--- src/rtl/sedh_ram.sv ---
`timescale 1ns / 1ps
// Generic single-write, single-read RAM with registered read data.
// No dependencies.
module sedh_ram #(
    parameter int WIDTH = 8,
    parameter int DEPTH = 16
) (
    input  logic                                       clk,
    input  logic                                       we,
    input  logic [((DEPTH > 1) ? $clog2(DEPTH) : 1)-1:0] waddr,
    input  logic [WIDTH-1:0]                           wdata,
    input  logic                                       re,
    input  logic [((DEPTH > 1) ? $clog2(DEPTH) : 1)-1:0] raddr,
    output logic [WIDTH-1:0]                           rdata
);

    logic [WIDTH-1:0] mem [DEPTH];

    always_ff @(posedge clk)
    begin
        if (we)
        begin
            mem[waddr] <= wdata;
        end
        if (re)
        begin
            rdata <= mem[raddr];
        end
    end

endmodule

--- config.mk ---
export PLATFORM = sky130hd
export DESIGN_NAME = sedh_ram
export DESIGN_NICKNAME = d
export VERILOG_FILES = /design/src/rtl/sedh_ram.sv
export SDC_FILE = /design/constraint.sdc
export NUM_CORES = 1
export LEC_CHECK = 0
export BUFFER_PORTS_ARGS = -buffer_cell sky130_fd_sc_hd__buf_2
export CORE_MARGIN = 2
export CORE_UTILIZATION = 50
export DETAILED_ROUTE_END_ITERATION = 10
export GPL_TIMING_DRIVEN = 1
export PLACE_DENSITY = 0.69
export SYNTH_ARGS = -nofsm -noshare
export SYNTH_HDL_FRONTEND = slang
export SYNTH_SLANG_ARGS = --single-unit
--- constraint.sdc ---
create_clock -name clk -period 2.4 [get_ports clk]
set_clock_uncertainty 0.15 [all_clocks]
set_input_delay 0.36 -clock clk [delete_from_list [all_inputs] [get_ports clk]]
set_output_delay 0.36 -clock clk [all_outputs]
set_load 0.02 [all_outputs]
; Yosys cells after proc, flatten, opt, wreduce, memory -nomap -nowiden
; Memory sizes are Yosys's and may differ from the RTL's. A register that Yosys moved wholly into a read port is not among the register bits.
; Cells that the tools add are included.
[classes]
mux = 2
[op_table]
columns = operator, count
row1 = 1-bit 2-to-1 mux, 2
[totals]
regBits = 0
mem_bits_rw = 128
wordCells = 3
memories = 1
[mem_list]
columns = name, words, width, rd, rd_clocked_by_memory_dff, wr, line_no
row1 = mem, 16, 8, 1, 1, 1, 17  ; logic [WIDTH-1:0] mem [DEPTH];

; Depth between registers and ports, before layout
[logic_depth]
ltp_word = 2
ltp_mapped = 5
depth_no_buf = 3

; Worst setup path before layout
; OpenSTA, ideal clock, no wires.
[synth_timing]
path_kind = input-to-reg
start = in waddr[2] in the netlist's numbering
end = mem mem[0][0] (enable)
setup_time_ns = 0.383
arrival_time_ns = 1.470
required_ns = 1.867
slack_ns = 0.397
cell_stages = 2
cell_sequence = or3b_2 > nor3_1
[synth_rtl]
columns = element, line_no
row1 = "start, declared", 10  ; input logic [((DEPTH > 1) ? $clog2(DEPTH) : 1)-1:0] waddr,
row2 = "end, declared", 17
; No word-level cell before the write port.

==> summary.md <==
| Metric | Value |
|---|---|
| Final Hold Viols | 0 |
| Max incr delay on CP | a little under 0.5 ns |
| # setup viols final | 0 |
| Chip height | between 100 and 150 um |
| Placed insts | about 410 |
| Class of the worst hold path | primary input to register |
| Final WL | ~10000 um |
| Leak pwr | 0.00215 uW |
| Syn nets | 248 |
| Post-CTS Resized | 0 |
| Yosys reg bits | ~140 |
| Detailed Route Iter0 Violations | 195 |
| Layout Nets | 313 |
| Htree depth | 4 |
| Final hold slack | approximately 0.042 ns |
| Max Fanout on Critical Path | 1 |
| Clock Root Buffer | clkbuf_8 |
| Max-Cap Viols | 0 |
| Hold_buf cts | 0 |
| WP data required | approximately 2.5 ns |
| Critical Setup Path Class | register to register |
| Sink Count | around 140 |
| Synth unique cells | 18 |
| Chip Width | ~110 um |
| Grt total ovfl | 0 |
| Seq/Total Area, Yosys | 0.781 |
| Fin crit share | 0.707 |
| DRC | 0 |
| RSZ-0062 raised after global routing | no |
| Area grow syn2layout | 19.7% |
| First-pass DRT Iterations | 4 |
| Power per Cell Area | 863 nW/um2 |
| Buf/Inv on CP | 0 |
| Worst path slowest cell | mux4_2 |
| Critical Path AT | ~1.8 ns |
| Total negative slack | 0 ns |
| Cell Rows | 37 |
| Initial Util | 0.511 |
| Routed Antenna Nets | 0 |
| YS warnings | 0 |
| Clk buf depth | 2 |
| # Post-CTS Setup Buffers | 0 |
| Vias in the first global route | approximately 2500 |
| CTS clk-pin slew, worst paths | 0.06 ns |
| Post-layout worst setup margin | ~0.70 ns |
| Largest net degree at the start of global routing | 33 |
| Crit path depth | 3 |
| Post-DP HPWL | between 6000 and 7000 um |
| Global-route wire length before repair | between 15000 and 20000 um |
| GPL Wtd Cong | between 0.7 and 0.8 |
| Fmax | just under 600 MHz |
| CTS buffer count | 17 |
| Post-Syn Area | 5230 um2 |
| Worst slew pin tran | around 0.4 ns |
| PortBufs | 26 |
| Routed len/inst | roughly 23 um |
| Slew Viols, Final | 0 |
| Reg2reg path depth | 3 |
| Min-Delay Path Depth | 1 |
| Relative slew slack | 0.727 |
| Core ar. | 10200 um2 |
| CP cell instances | mux4_2 > a22oi_1 > nand2_1 |
| Final worst path period need | between 1.5 and 2 ns |
| Initial antenna violation count | 0 |
| Worst setup EP type | register |
| Vias | around 2500 |
| Diode count | 0 |
| I/O pins | 27 |
| Cell family with most CP delay | multiplexers |
| Non-filler instance count after layout | roughly 440 |
| Finished Core Util | 0.612 |
| Syn avg cell area | around 23 um2 |
| Vias/cell | approximately 5.7 |
| GRT Overall Usage | 0.195 |
| Clock Latency Late Sink | ~0.52 ns |
| Worst slack at placement | 0.227 ns |
| VDD IR max | ~0.00045 V |
| Proportion of layout cells with a drive suffix above 1 | 0.345 |
| Critical path launch point type | register |
| Post-synthesis instance total | roughly 230 |
| Clock tree from TritonCTS | done |
| Status | finished, final reports clean |
| Die area | 11300 um2 |
[per-stage QoR]
| stage | total power (uW) | cell area (um2) |
|---|---|---|
| 6_report | 5400 | 6260 |
| 5_1_grt | 5570 | 6260 |
| 4_1_cts | 5450 | 6260 |
| 3_5_place_dp | 3010 | 5690 |
| 3_3_place_gp | 3000 | 5690 |
| 2_1_floorplan | 2890 | 5230 |
[layout by cell type (no fill, tap or decap), drive strengths merged]
cell / netlist / final
clkinv: 0 / 8
clkinvlp: 0 / 3
mux4: 32 / 32
buf: 7 / 56
clkbuf: 0 / 17
a22oi: 16 / 16
bufinv: 0 / 2
nand2: 9 / 9
or3b: 1 / 1
nand2b: 2 / 2
and2: 1 / 1
and2b: 1 / 1
nor2b: 1 / 1
nand3: 1 / 1
nor2: 13 / 13
nor3: 4 / 4
nand3b: 2 / 2
inv: 0 / 2
edfxtp: 136 / 136
[power by group]
group	internal, uW	switching (uW)
clock	1480	973
sequential	2680	12.0
combinational	111	154
total	4260	1140
[area by class of cell]
class	instances	area, um2
clock buffers	17	414
clock inverters	15	154
fillers	706	3970
multi-input cells	83	1060
flip-flops and latches	136	4080
well taps	136	170
repair buffers	56	380
[routing by layer]
metal / share of wire / vias to the layer above / track usage
met3: 0.058 / 13 / 0.0625
li1: - / 1113 / -
met5: 0 / - / 0
met2: 0.49 / 80 / 0.293
met4: 0.015 / 0 / 0.0733
met1: 0.44 / 1324 / 0.269
[Yosys cell counts (all sizes together)]
| master | count | area [um2] |
|---|---|---|
| edfxtp | 136 | 4080 |
| mux4 | 32 | 773 |
| a22oi | 16 | 120 |
| nor2 | 13 | 48.8 |
| nand2 | 9 | 33.8 |
| buf | 7 | 56.3 |
| nor3 | 4 | 20.0 |
| clkdlybuf4s25 | 3 | 30.0 |
| nand2b | 2 | 12.5 |
| nand3b | 2 | 15.0 |
| and2 | 1 | 6.26 |
| and2b | 1 | 7.51 |
| nand3 | 1 | 5.00 |
| nor2b | 1 | 6.26 |
| or3b | 1 | 8.76 |
[path summary, 6_finish.rpt]
check                            start                 end  slack, ns
setup / recovery   mem[3][6]$_DFFE_PP_  rdata[6]$_DFFE_PP_       0.70
hold / removal                      re  rdata[4]$_DFFE_PP_       0.04
hold reg to reg   mem[10][4]$_DFFE_PP_  rdata[4]$_DFFE_PP_       0.60
setup reg to reg   mem[3][6]$_DFFE_PP_  rdata[6]$_DFFE_PP_       0.70
[state kept, by name, summed over array words and instances (netlist names)]
| register | cells |
|---|---|
| mem | 128 |
| rdata | 8 |
[kinds of logic (layout without fill, tap and decap cells)]
kind of cell / count (synthesis) / in the layout / share of synthesized area
DFF: 136 / 136 / 0.781
and+or+nand+nor: 35 / 35 / 0.0314
muxes: 32 / 32 / 0.148
AOI/OAI and AO/OA: 16 / 16 / 0.0230
buffers and inverters: 10 / 88 / 0.0165
(Power assumes the default switching activity.)
