--- config.mk ---
export PLATFORM = sky130hd
export DESIGN_NAME = sedh_scan
export DESIGN_NICKNAME = d
export VERILOG_FILES = /design/src/rtl/sedh_pkg.sv /design/src/rtl/sedh_scan.sv
export SDC_FILE = /design/constraint.sdc
export NUM_CORES = 1
export LEC_CHECK = 0
export BUFFER_PORTS_ARGS = -buffer_cell sky130_fd_sc_hd__buf_2
export CAP_MARGIN = 25
export CORE_ASPECT_RATIO = 1.25
export CORE_MARGIN = 2
export CORE_UTILIZATION = 44
export DETAILED_ROUTE_END_ITERATION = 6
export PLACE_DENSITY = 0.71
export SLEW_MARGIN = 25
export SYNTH_ARGS = -nofsm -noshare
export SYNTH_HDL_FRONTEND = slang
export SYNTH_SLANG_ARGS = --single-unit
--- constraint.sdc ---
create_clock -name clk -period 7 [get_ports clk]
set_clock_uncertainty 0.05 [all_clocks]
set_input_delay 0.7 -clock clk [delete_from_list [all_inputs] [get_ports clk]]
set_output_delay 0.7 -clock clk [all_outputs]
set_load 0.005 [all_outputs]
--- src/rtl/sedh_pkg.sv ---
`timescale 1ns / 1ps
// Shared types, constants and fixed-point helpers for the serpentine error diffusion halftoner.
// No dependencies; every other file but sedh_ram takes names from here as sedh_pkg::name.
package sedh_pkg;

    localparam int MAX_WIDTH  = 1024;
    localparam int MAX_HEIGHT = 4096;
    localparam int ERROR_BITS = 14;

    localparam int COL_BITS   = (MAX_WIDTH > 2) ? $clog2(MAX_WIDTH) : 1;
    localparam int ROW_BITS   = (MAX_HEIGHT > 2) ? $clog2(MAX_HEIGHT) : 1;
    localparam int BANK_DEPTH = (MAX_WIDTH + 1) / 2;
    localparam int BANK_ABITS = (BANK_DEPTH > 1) ? $clog2(BANK_DEPTH) : 1;
    localparam int LANES      = 3;
    localparam int LINE_BITS  = LANES * ERROR_BITS;
    localparam int WIDE_BITS  = ERROR_BITS + 3;

    localparam int FULL_ON = 4080;
    localparam int ERR_MAX = (1 << (ERROR_BITS - 1)) - 1;
    localparam int ERR_MIN = -ERR_MAX - 1;

    localparam int SAMPLE_BITS     = 8;
    localparam int THR_BITS        = 8;
    localparam int WIDTH_REG_BITS  = 11;
    localparam int HEIGHT_REG_BITS = 13;
    localparam int CFG_DATA_BITS   = 13;
    localparam int CFG_INDEX_BITS  = 2;

    localparam logic [THR_BITS-1:0]        THRESHOLD_RESET = 8'd128;
    localparam logic [WIDTH_REG_BITS-1:0]  WIDTH_RESET     = 11'd640;
    localparam logic [HEIGHT_REG_BITS-1:0] HEIGHT_RESET    = 13'd426;

    // Floyd-Steinberg weights, in sixteenths
    localparam logic [2:0] W_AHEAD  = 3'd7;
    localparam logic [2:0] W_BELOW  = 3'd5;
    localparam logic [2:0] W_BEHIND = 3'd3;
    localparam logic [2:0] W_DIAG   = 3'd1;

    typedef enum logic [CFG_INDEX_BITS-1:0] {
        REG_THRESHOLD = 2'd0,
        REG_WIDTH     = 2'd1,
        REG_HEIGHT    = 2'd2
    } cfg_reg_t;

    typedef logic [COL_BITS-1:0]          col_t;
    typedef logic [ROW_BITS-1:0]          row_t;
    typedef logic signed [ERROR_BITS-1:0] err_t;
    typedef logic signed [WIDE_BITS-1:0]  wide_t;
    typedef logic [BANK_ABITS-1:0]        bank_addr_t;
    typedef logic [LINE_BITS-1:0]         line_t;

    typedef struct packed {
        col_t c;
        col_t behind;
        logic first;
        logic last_col;
        logic last_row;
    } pos_t;

    typedef struct packed {
        logic fire;
        logic last_col;
        logic last_row;
    } lane_ctl_t;

    function automatic err_t sat(input wide_t x);
        err_t r;
        if (x > wide_t'(ERR_MAX))
            r = err_t'(ERR_MAX);
        else if (x < wide_t'(ERR_MIN))
            r = err_t'(ERR_MIN);
        else
            r = err_t'(x);
        return r;
    endfunction

    // floor((e*w + 8) / 16): round half up
    function automatic err_t share(input err_t e, input logic [2:0] w);
        wide_t x;
        wide_t p;
        wide_t q;
        x = wide_t'(e);
        p = x * wide_t'(w);
        q = (p + wide_t'(8)) >>> 4;
        return err_t'(q);
    endfunction

endpackage

--- src/rtl/sedh_scan.sv ---
`timescale 1ns / 1ps
// Serpentine scan position: column and row counters, clamped image size, line addresses.
// Depends on sedh_pkg.
module sedh_scan (
    input  logic                                 clk,
    input  logic                                 rst_n,
    input  logic                                 advance,
    input  logic [sedh_pkg::WIDTH_REG_BITS-1:0]  image_width,
    input  logic [sedh_pkg::HEIGHT_REG_BITS-1:0] image_height,
    output sedh_pkg::pos_t                       pos
);

    sedh_pkg::col_t col_reg;
    sedh_pkg::col_t col_next;
    sedh_pkg::row_t row_reg;
    sedh_pkg::row_t row_next;
    sedh_pkg::col_t w_m1;
    sedh_pkg::row_t h_m1;
    sedh_pkg::col_t k;

    // clamp size into 1..max
    always_comb
    begin
        if (image_width == '0)
            w_m1 = '0;
        else if (int'(image_width) > sedh_pkg::MAX_WIDTH)
            w_m1 = sedh_pkg::COL_BITS'(sedh_pkg::MAX_WIDTH - 1);
        else
            w_m1 = sedh_pkg::COL_BITS'(image_width - 11'd1);

        if (image_height == '0)
            h_m1 = '0;
        else if (int'(image_height) > sedh_pkg::MAX_HEIGHT)
            h_m1 = sedh_pkg::ROW_BITS'(sedh_pkg::MAX_HEIGHT - 1);
        else
            h_m1 = sedh_pkg::ROW_BITS'(image_height - 13'd1);
    end

    always_comb
    begin
        k            = (col_reg > w_m1) ? w_m1 : col_reg;
        pos.c        = row_reg[0] ? (w_m1 - k) : k;
        pos.behind   = row_reg[0] ? (pos.c + sedh_pkg::COL_BITS'(1))
                                  : (pos.c - sedh_pkg::COL_BITS'(1));
        pos.first    = (k == '0);
        pos.last_col = (k == w_m1);
        pos.last_row = (row_reg >= h_m1);
    end

    always_comb
    begin
        col_next = col_reg;
        row_next = row_reg;
        if (advance)
        begin
            if (pos.last_col)
            begin
                col_next = '0;
                row_next = pos.last_row ? '0 : (row_reg + sedh_pkg::ROW_BITS'(1));
            end
            else
            begin
                col_next = k + sedh_pkg::COL_BITS'(1);
            end
        end
    end

    always_ff @(posedge clk or negedge rst_n)
    begin
        if (!rst_n)
        begin
            col_reg <= '0;
            row_reg <= '0;
        end
        else
        begin
            col_reg <= col_next;
            row_reg <= row_next;
        end
    end

endmodule

* Word-level counts from Yosys, hierarchy flattened
Index checks and enable logic that the tools add are counted.
** Storage, ports and cells
- Flip-flop bits (word level) :: 22
- Input port bits :: 27
- Output and inout port bits :: 23
- Logic and storage cells :: 27
** Cells by class
- $add $sub $neg :: 7
- Magnitude comparators :: 4
- Equal/unequal tests :: 1
- Muxes and demuxes :: 9
- Reduce and logical (&&, ||, !) cells :: 4
** Operators by type and width (number)
- $mux W10 :: 6
- $mux W12 :: 3
- $add A10 B1 Y10 const B :: 2
- $sub A10 B1 Y10 const B :: 2
- $gt A13 B13 Y1 const B :: 1
- $logic_not A13 Y1 :: 1
- $add A12 B1 Y12 const B :: 1
- $ge A12 B12 Y1 :: 1
- $sub A12 B1 Y12 const B :: 1
- $gt A11 B11 Y1 const B :: 1
- $logic_not A11 Y1 :: 1
- $eq A10 B10 Y1 :: 1
- $gt A10 B10 Y1 :: 1
- $logic_not A10 Y1 :: 1
- $sub A10 B10 Y10 :: 1
- $reduce_and A2 Y1 :: 1

* Depth between registers and ports, before layout
Gate-level depths: netlist of the first run.
- Depth after elaboration :: 9
- Depth in mapped cells :: 26
- Gate-level depth less buffers :: 24

* Worst setup path before layout of the first run
No wires, ideal clock.
- Path kind :: input-to-output
- From :: input port image_width[5] in the netlist's numbering
- To :: output port pos[10] in the netlist's numbering
- Arrival time :: 5912 ps
- Data required time :: 6250 ps
- Setup slack :: 338 ps
- Stages on the path :: 21
- Path buffers :: 2
- Cell sequence :: or3_1 -> buf_4 -> or4_4 -> o21a_1 -> nor2_1 -> ha_1 -> and4_1 -> a2111oi_4 -> nor2_1 -> o21ai_0 -> inv_1 -> ha_1 -> clkbuf_1 -> nand3_1 -> a21o_1 -> and4_1 -> o21ai_0 -> o221ai_1 -> a211oi_1 -> nor3_1 -> a311oi_1
** RTL lines
- from (decl) :: RTL line sedh_scan.sv:8 : input logic [sedh_pkg::WIDTH_REG_BITS-1:0] image_width,
- to (decl) :: RTL line sedh_scan.sv:10 : output sedh_pkg::pos_t pos

==> impl_results.md, run 1 <==
- Drt via density: 6.39
- Final hold vios: 0
- Pre-antenna DRT Iters: 5
- Yosys top cell by area: dfrtp_1
- CTS tree: yes
- Slew margin rel.: 0.524
- Input/output buffers: 49
- Max Fclk: 0.147 GHz
- Yosys reg bits: 22
- ANT nets after route: 0
- Avg Cell Area, Syn: 7.47 µm²
- Initial Util: 0.456
- Peak VDD IR: 289 µV
- Ys Warns: 0
- Synth top area share: 0.145
- Core ar.: 0.00833 mm²
- Antenna diodes: 0
- Congestion Overflow GR: 0
- Worst-case clock buffer depth: 2
- Global-route wire length before repair: 18800 µm
- Total power: 1.61 mW
- Fin. max-slew vios: 0
- Die footprint: 0.00941 mm²
- Number of max-cap violations: 0
- Num CTS Buffers: 3
- FF+latch area: 551 µm²
- H-tree depth: 1
- Crit path launch type: primary input
- RSZ-0062 raised after global routing: yes
- Die W: 87.1 µm
- # rows: 37
- Syn Nets: 574
- CP Max Fanout: 6
- WP buf/inv: 2
- Die Ht: 108 µm
- Largest net degree at the start of global routing: 40
- Gate Count Post-Synth: 509
- Clock Root Buffer: clkbuf_8
- WS Path Type: primary input to output port
- Fin crit share: 0.969
- Area delta synth->final: 18.7%
- Worst r2r src: col_reg[9]
- Multi-input logic area: 0.00311 mm²
- Synth unique cells: 79
- RR Endpoint: row_reg[10]
- Cells along the critical path: buf_2 -> or4_4 -> or4_4 -> a221oi_4 -> nor2_4 -> ha_1 -> nand4_1 -> a211oi_2 -> a2111o_1 -> nand3_1 -> and2_2 -> fa_1 -> nor2b_1 -> o21a_1 -> o21ai_0 -> a311oi_4 -> o221ai_2 -> a211oi_2 -> nor3_1 -> a311oi_1 -> buf_2
- Starting DRC count in detailed routing: 239
- Worst r2r path cells: 16
- Wirelength per Cell: 17.4 µm
- Reg2reg setup slack: 2.68 ns
- Post-synthesis instance area: 0.00380 mm²
- CP max-delay cell: or4_4
- Via count: 4320
- Clock transition at path regs: 0.09 ns
- Number of I/O pins: 50
- Nets: 645
- Pwr dens: 356 mW/mm²
- Post-synth ARST share: 1.00
- Global Route Usage Sum: 0.246
- Vias in the first global route: 3989
- Layout cells sized above 1: 0.226
- Slew @ Worst Pin: 0.695 ns
- Commonest cells post-synth: 41 x inv_1, 40 x nor2_1, 37 x a21oi_1, 37 x ha_1, 36 x o21ai_0
- Sequential fraction of the synthesis area: 0.145
- Largest register FFs: 12
- Synth top area cells: dfrtp_1 14%, ha_1 12%, a21oi_1 4.9%
- HP Class: primary input to asynchronous set/reset pin
- Total leakage power: 2.00 nW
- DP HPWL: 9290 µm
- Worst Path Arrival: 6.03 ns
- Worst skew pair latency: 0.28 ns
- Worst EP required: 6.25 ns
- Filler cell count: 802
- Top-count cell post-synth: inv_1
- Residual DRC: 0
- Min Tclk post-route: 6.78 ns
- Number of synthesized flops with an enable pin: 0
- Crit-path leading delay family: compound AO/OA/AOI/OAI gates
- Kind of end point of the critical path: output port
- Placer Congestion: 0.991
- Slowest stage delay, CP: 0.56 ns
- Initial antenna violation count: 0
- Most used DFF post-synth: dfrtp_1
- WL final: 11800 µm
- Clk sinks: 22
- Final setup fails: 0
- Run status: complete, no violations
- Hold Worst Slack: 0.329 ns
[layer usage]
| metal | wire length [µm] | track usage |
|---|---|---|
| met5 | 0 | 0 |
| met4 | 367 | 0.0989 |
| met3 | 622 | 0.0176 |
| met2 | 6020 | 0.442 |
| met1 | 4770 | 0.302 |
[cell usage in the layout, fill, tap and decap left out, types with 21 or more instances in the layout]
cell type  count
buf_2         49
dfrtp_1       22
buf_4         35
o21ai_0       35
nor2_1        38
nand3_1       21
nand2_1       26
a21oi_1       36
inv_1         41
ha_1          34
[metrics by stage]
stage          cells  instance area, µm²  setup WS, ns  setup TNS (ns)  utilization
5_1_grt          676                4510       -0.0524         -0.0752        0.541
3_3_place_gp     668                4330         0.178               0        0.519
3_5_place_dp     668                4330         0.134               0        0.519
2_1_floorplan    509                3800         0.338               0            -
4_1_cts          672                4400        0.0791               0        0.528
6_report         676                4510         0.220               0        0.541
[final cells by class]
| cell class | count | area share |
|---|---|---|
| inverter | 41 | 0.0341 |
| timing repair buffer | 84 | 0.113 |
| multi-input combinational | 428 | 0.689 |
| clock inverter | 1 | 0.00666 |
| sequential | 22 | 0.122 |
| clock buffer | 3 | 0.00915 |
| tap | 97 | 0.0269 |
[report_power, final]
part	internal (mW)	switching, mW	leakage (nW)	total, mW
registers	0.155	0.0468	0.283	0.201
clock network	0.0766	0.0459	0.0357	0.122
logic	0.563	0.720	1.68	1.28
[how the worst max path moves through the flow]
stage | slack [ns] | to | depth (start not counted) | start
after floorplan | 0.34 | pos[10] | 21 | image_width[5]
after global placement | 0.18 | pos[10] | 22 | image_width[0]
after detailed placement | 0.13 | pos[10] | 23 | image_width[0]
after CTS | 0.08 | pos[10] | 23 | image_width[0]
after global routing | -0.05 | pos[10] | 21 | image_width[0]
final | 0.22 | pos[10] | 21 | image_width[0]
[cells by family after synthesis]
family / count (synthesis) / share of synthesized area
buffers and inverters: 59 / 0.0602
multiplexers: 6 / 0.0165
XOR/XNOR: 21 / 0.0484
flip-flops: 22 / 0.145
AO/OA/AOI/OAI: 171 / 0.318
adder cells (fa/ha/maj): 40 / 0.132
AND/OR/NAND/NOR: 190 / 0.280
[what timing repair did]
item	CTS	global route
setup endpoints to repair	0	6
hold buffers	0	0
buffers inserted	0	4
gates resized for setup	0	20
endpoints found under the hold margin	0	0
Power figures use the tool's default switching activity.
==> run 2: changes to the inputs <==
==> constraint.sdc (replaced) <==
create_clock -name clk -period 8.6 [get_ports clk]
set_clock_uncertainty 0.05 [all_clocks]
set_input_delay 0.86 -clock clk [delete_from_list [all_inputs] [get_ports clk]]
set_output_delay 0.86 -clock clk [all_outputs]
set_load 0.005 [all_outputs]
==> impl_results.md, run 2 (same netlist as run 1, synthesis figures left out) <==
- Run status: complete, no violations
- Global Route Usage Sum: 0.248
- Peak VDD IR: 213 µV
- Fin crit share: 0.933
- HP Class: primary input to asynchronous set/reset pin
- # rows: 37
- Number of max-cap violations: 0
- Commonest non-fill, non-tap cell in the layout: buf_2
- Largest register FFs: 12
- H-tree depth: 1
- Nets: 618
- Residual DRC: 0
- Total power: 1.20 mW
- Setup bufs post-CTS: 0
- Clk pwr share: 0.082
- Number of I/O pins: 50
- Kind of end point of the critical path: output port
- Via count: 4227
- Crit-path leading delay family: compound AO/OA/AOI/OAI gates
- Slowest stage delay, CP: 0.62 ns
- Commonest cells after routing, fill and taps aside: 49 x buf_2, 41 x inv_1, 39 x nor2_1, 37 x a21oi_1, 37 x ha_1
- RSZ-0062 raised after global routing: no
- Cell-internal power: 572 µW
- Fin. max-slew vios: 0
- WL final: 11500 µm
- Pwr dens: 284 mW/mm²
- Final cell area excluding filler cells: 0.00423 mm²
- Combinational power share: 0.783
- CP Max Fanout: 12
- Net Switching: 631 µW
- Die W: 87.1 µm
- Switch share: 0.524
- Layout cells sized above 1: 0.161
- Clk sinks: 22
- Input/output buffers: 49
- Initial antenna violation count: 0
- Global-route wire length before repair: 18800 µm
- DP HPWL: 9230 µm
- Drt via density: 6.51
- Clock transition at path regs: 0.08 ns
- Largest net degree at the start of global routing: 39
- Clock Root Buffer: clkbuf_8
- Starting DRC count in detailed routing: 269
- WS Path Type: primary input to output port
- CP max-delay cell: o41ai_1
- Worst Path Arrival: 7.11 ns
- Total leakage power: 1.86 nW
- Worst EP required: 7.69 ns
- Max Fclk: 0.125 GHz
- Final hold vios: 0
- Die footprint: 0.00941 mm²
- Placer Congestion: 0.994
- Worst-case clock buffer depth: 2
- Congestion Overflow GR: 0
- Crit path launch type: primary input
- Pre-antenna DRT Iters: 5
- Vias in the first global route: 3950
- CTS tree: yes
- Slew margin rel.: 0.479
- Fin Setup TNS: 0 ns
- Reg power frac: 0.136
- Antenna diodes: 0
- Min Tclk post-route: 8.02 ns
- Die Ht: 108 µm
- Slew @ Worst Pin: 0.762 ns
- Post-place instance area: 0.00415 mm²
- Initial Util: 0.456
- Num CTS Buffers: 3
- Core ar.: 0.00833 mm²
- Area delta synth->final: 11.3%
- Worst skew pair latency: 0.27 ns
- Final setup fails: 0
- Cells along the critical path: buf_2 -> or3_1 -> o41ai_1 -> a221oi_4 -> nor2_1 -> ha_1 -> nand4_1 -> a211oi_2 -> a2111oi_4 -> nor2_2 -> mux2i_1 -> ha_1 -> inv_1 -> o21ai_0 -> a21o_1 -> a311oi_1 -> o221ai_1 -> a211oi_1 -> nor3_1 -> a311oi_1 -> buf_2
- WP buf/inv: 3
- ANT nets after route: 0
- Wirelength per Cell: 17.8 µm
-- run 2: worst paths after layout --
path,from,end,slack (ns),cells past startpoint
setup / recovery,image_width[5],pos[10],0.58,21
hold / removal,rst_n,row_reg[11],0.50,1
setup reg to reg,col_reg[5],row_reg[10],3.79,12
hold reg to reg,row_reg[1],row_reg[1],0.53,2
max in group asynchronous,rst_n,row_reg[3],7.66,1
min in group clk,row_reg[1],row_reg[1],0.53,2
-- run 2: timing repair --
action,in CTS,in global routing
gates resized for setup,0,2
hold buffers,0,0
setup endpoints to repair,0,1
-- run 2: power groups by stage --
| stage | Combinational (mW) | Clock [mW] | Sequential, mW |
|---|---|---|---|
| floorplan | 0.646 | 0 | 0.147 |
| global placement | 0.907 | 0 | 0.163 |
| detailed placement | 0.924 | 0 | 0.161 |
| CTS | 0.928 | 0.0985 | 0.161 |
| global route | 1.04 | 0.104 | 0.166 |
| finish | 0.942 | 0.0983 | 0.163 |
-- run 2: final cells by class --
class / count / area [µm²]
Timing Repair Buffer: 57 / 305
Multi-Input combinational cell: 428 / 3030
Fill cell: 831 / 4100
Clock buffer: 3 / 41.3
Inverter: 41 / 154
Clock inverter: 1 / 30.0
Sequential cell: 22 / 551
Tap cell: 97 / 121
-- run 2: metal layers --
metal,vias up,track usage,wire length (µm)
met5,-,0,0
met4,0,0.0945,366
met3,32,0.0229,584
met2,158,0.443,5800
met1,2008,0.303,4780
li1,2029,-,-
-- run 2: through the flow --
stage	worst slack [ns]	hold slack, ns	util	std cells
global route	0.160	0.535	0.508	649
finish	0.576	0.500	0.508	649
CTS	0.447	0.519	0.507	649
detailed placement	0.481	0.512	0.498	645
floorplan	1.62	0.445	-	509
global placement	0.839	0.494	0.498	645
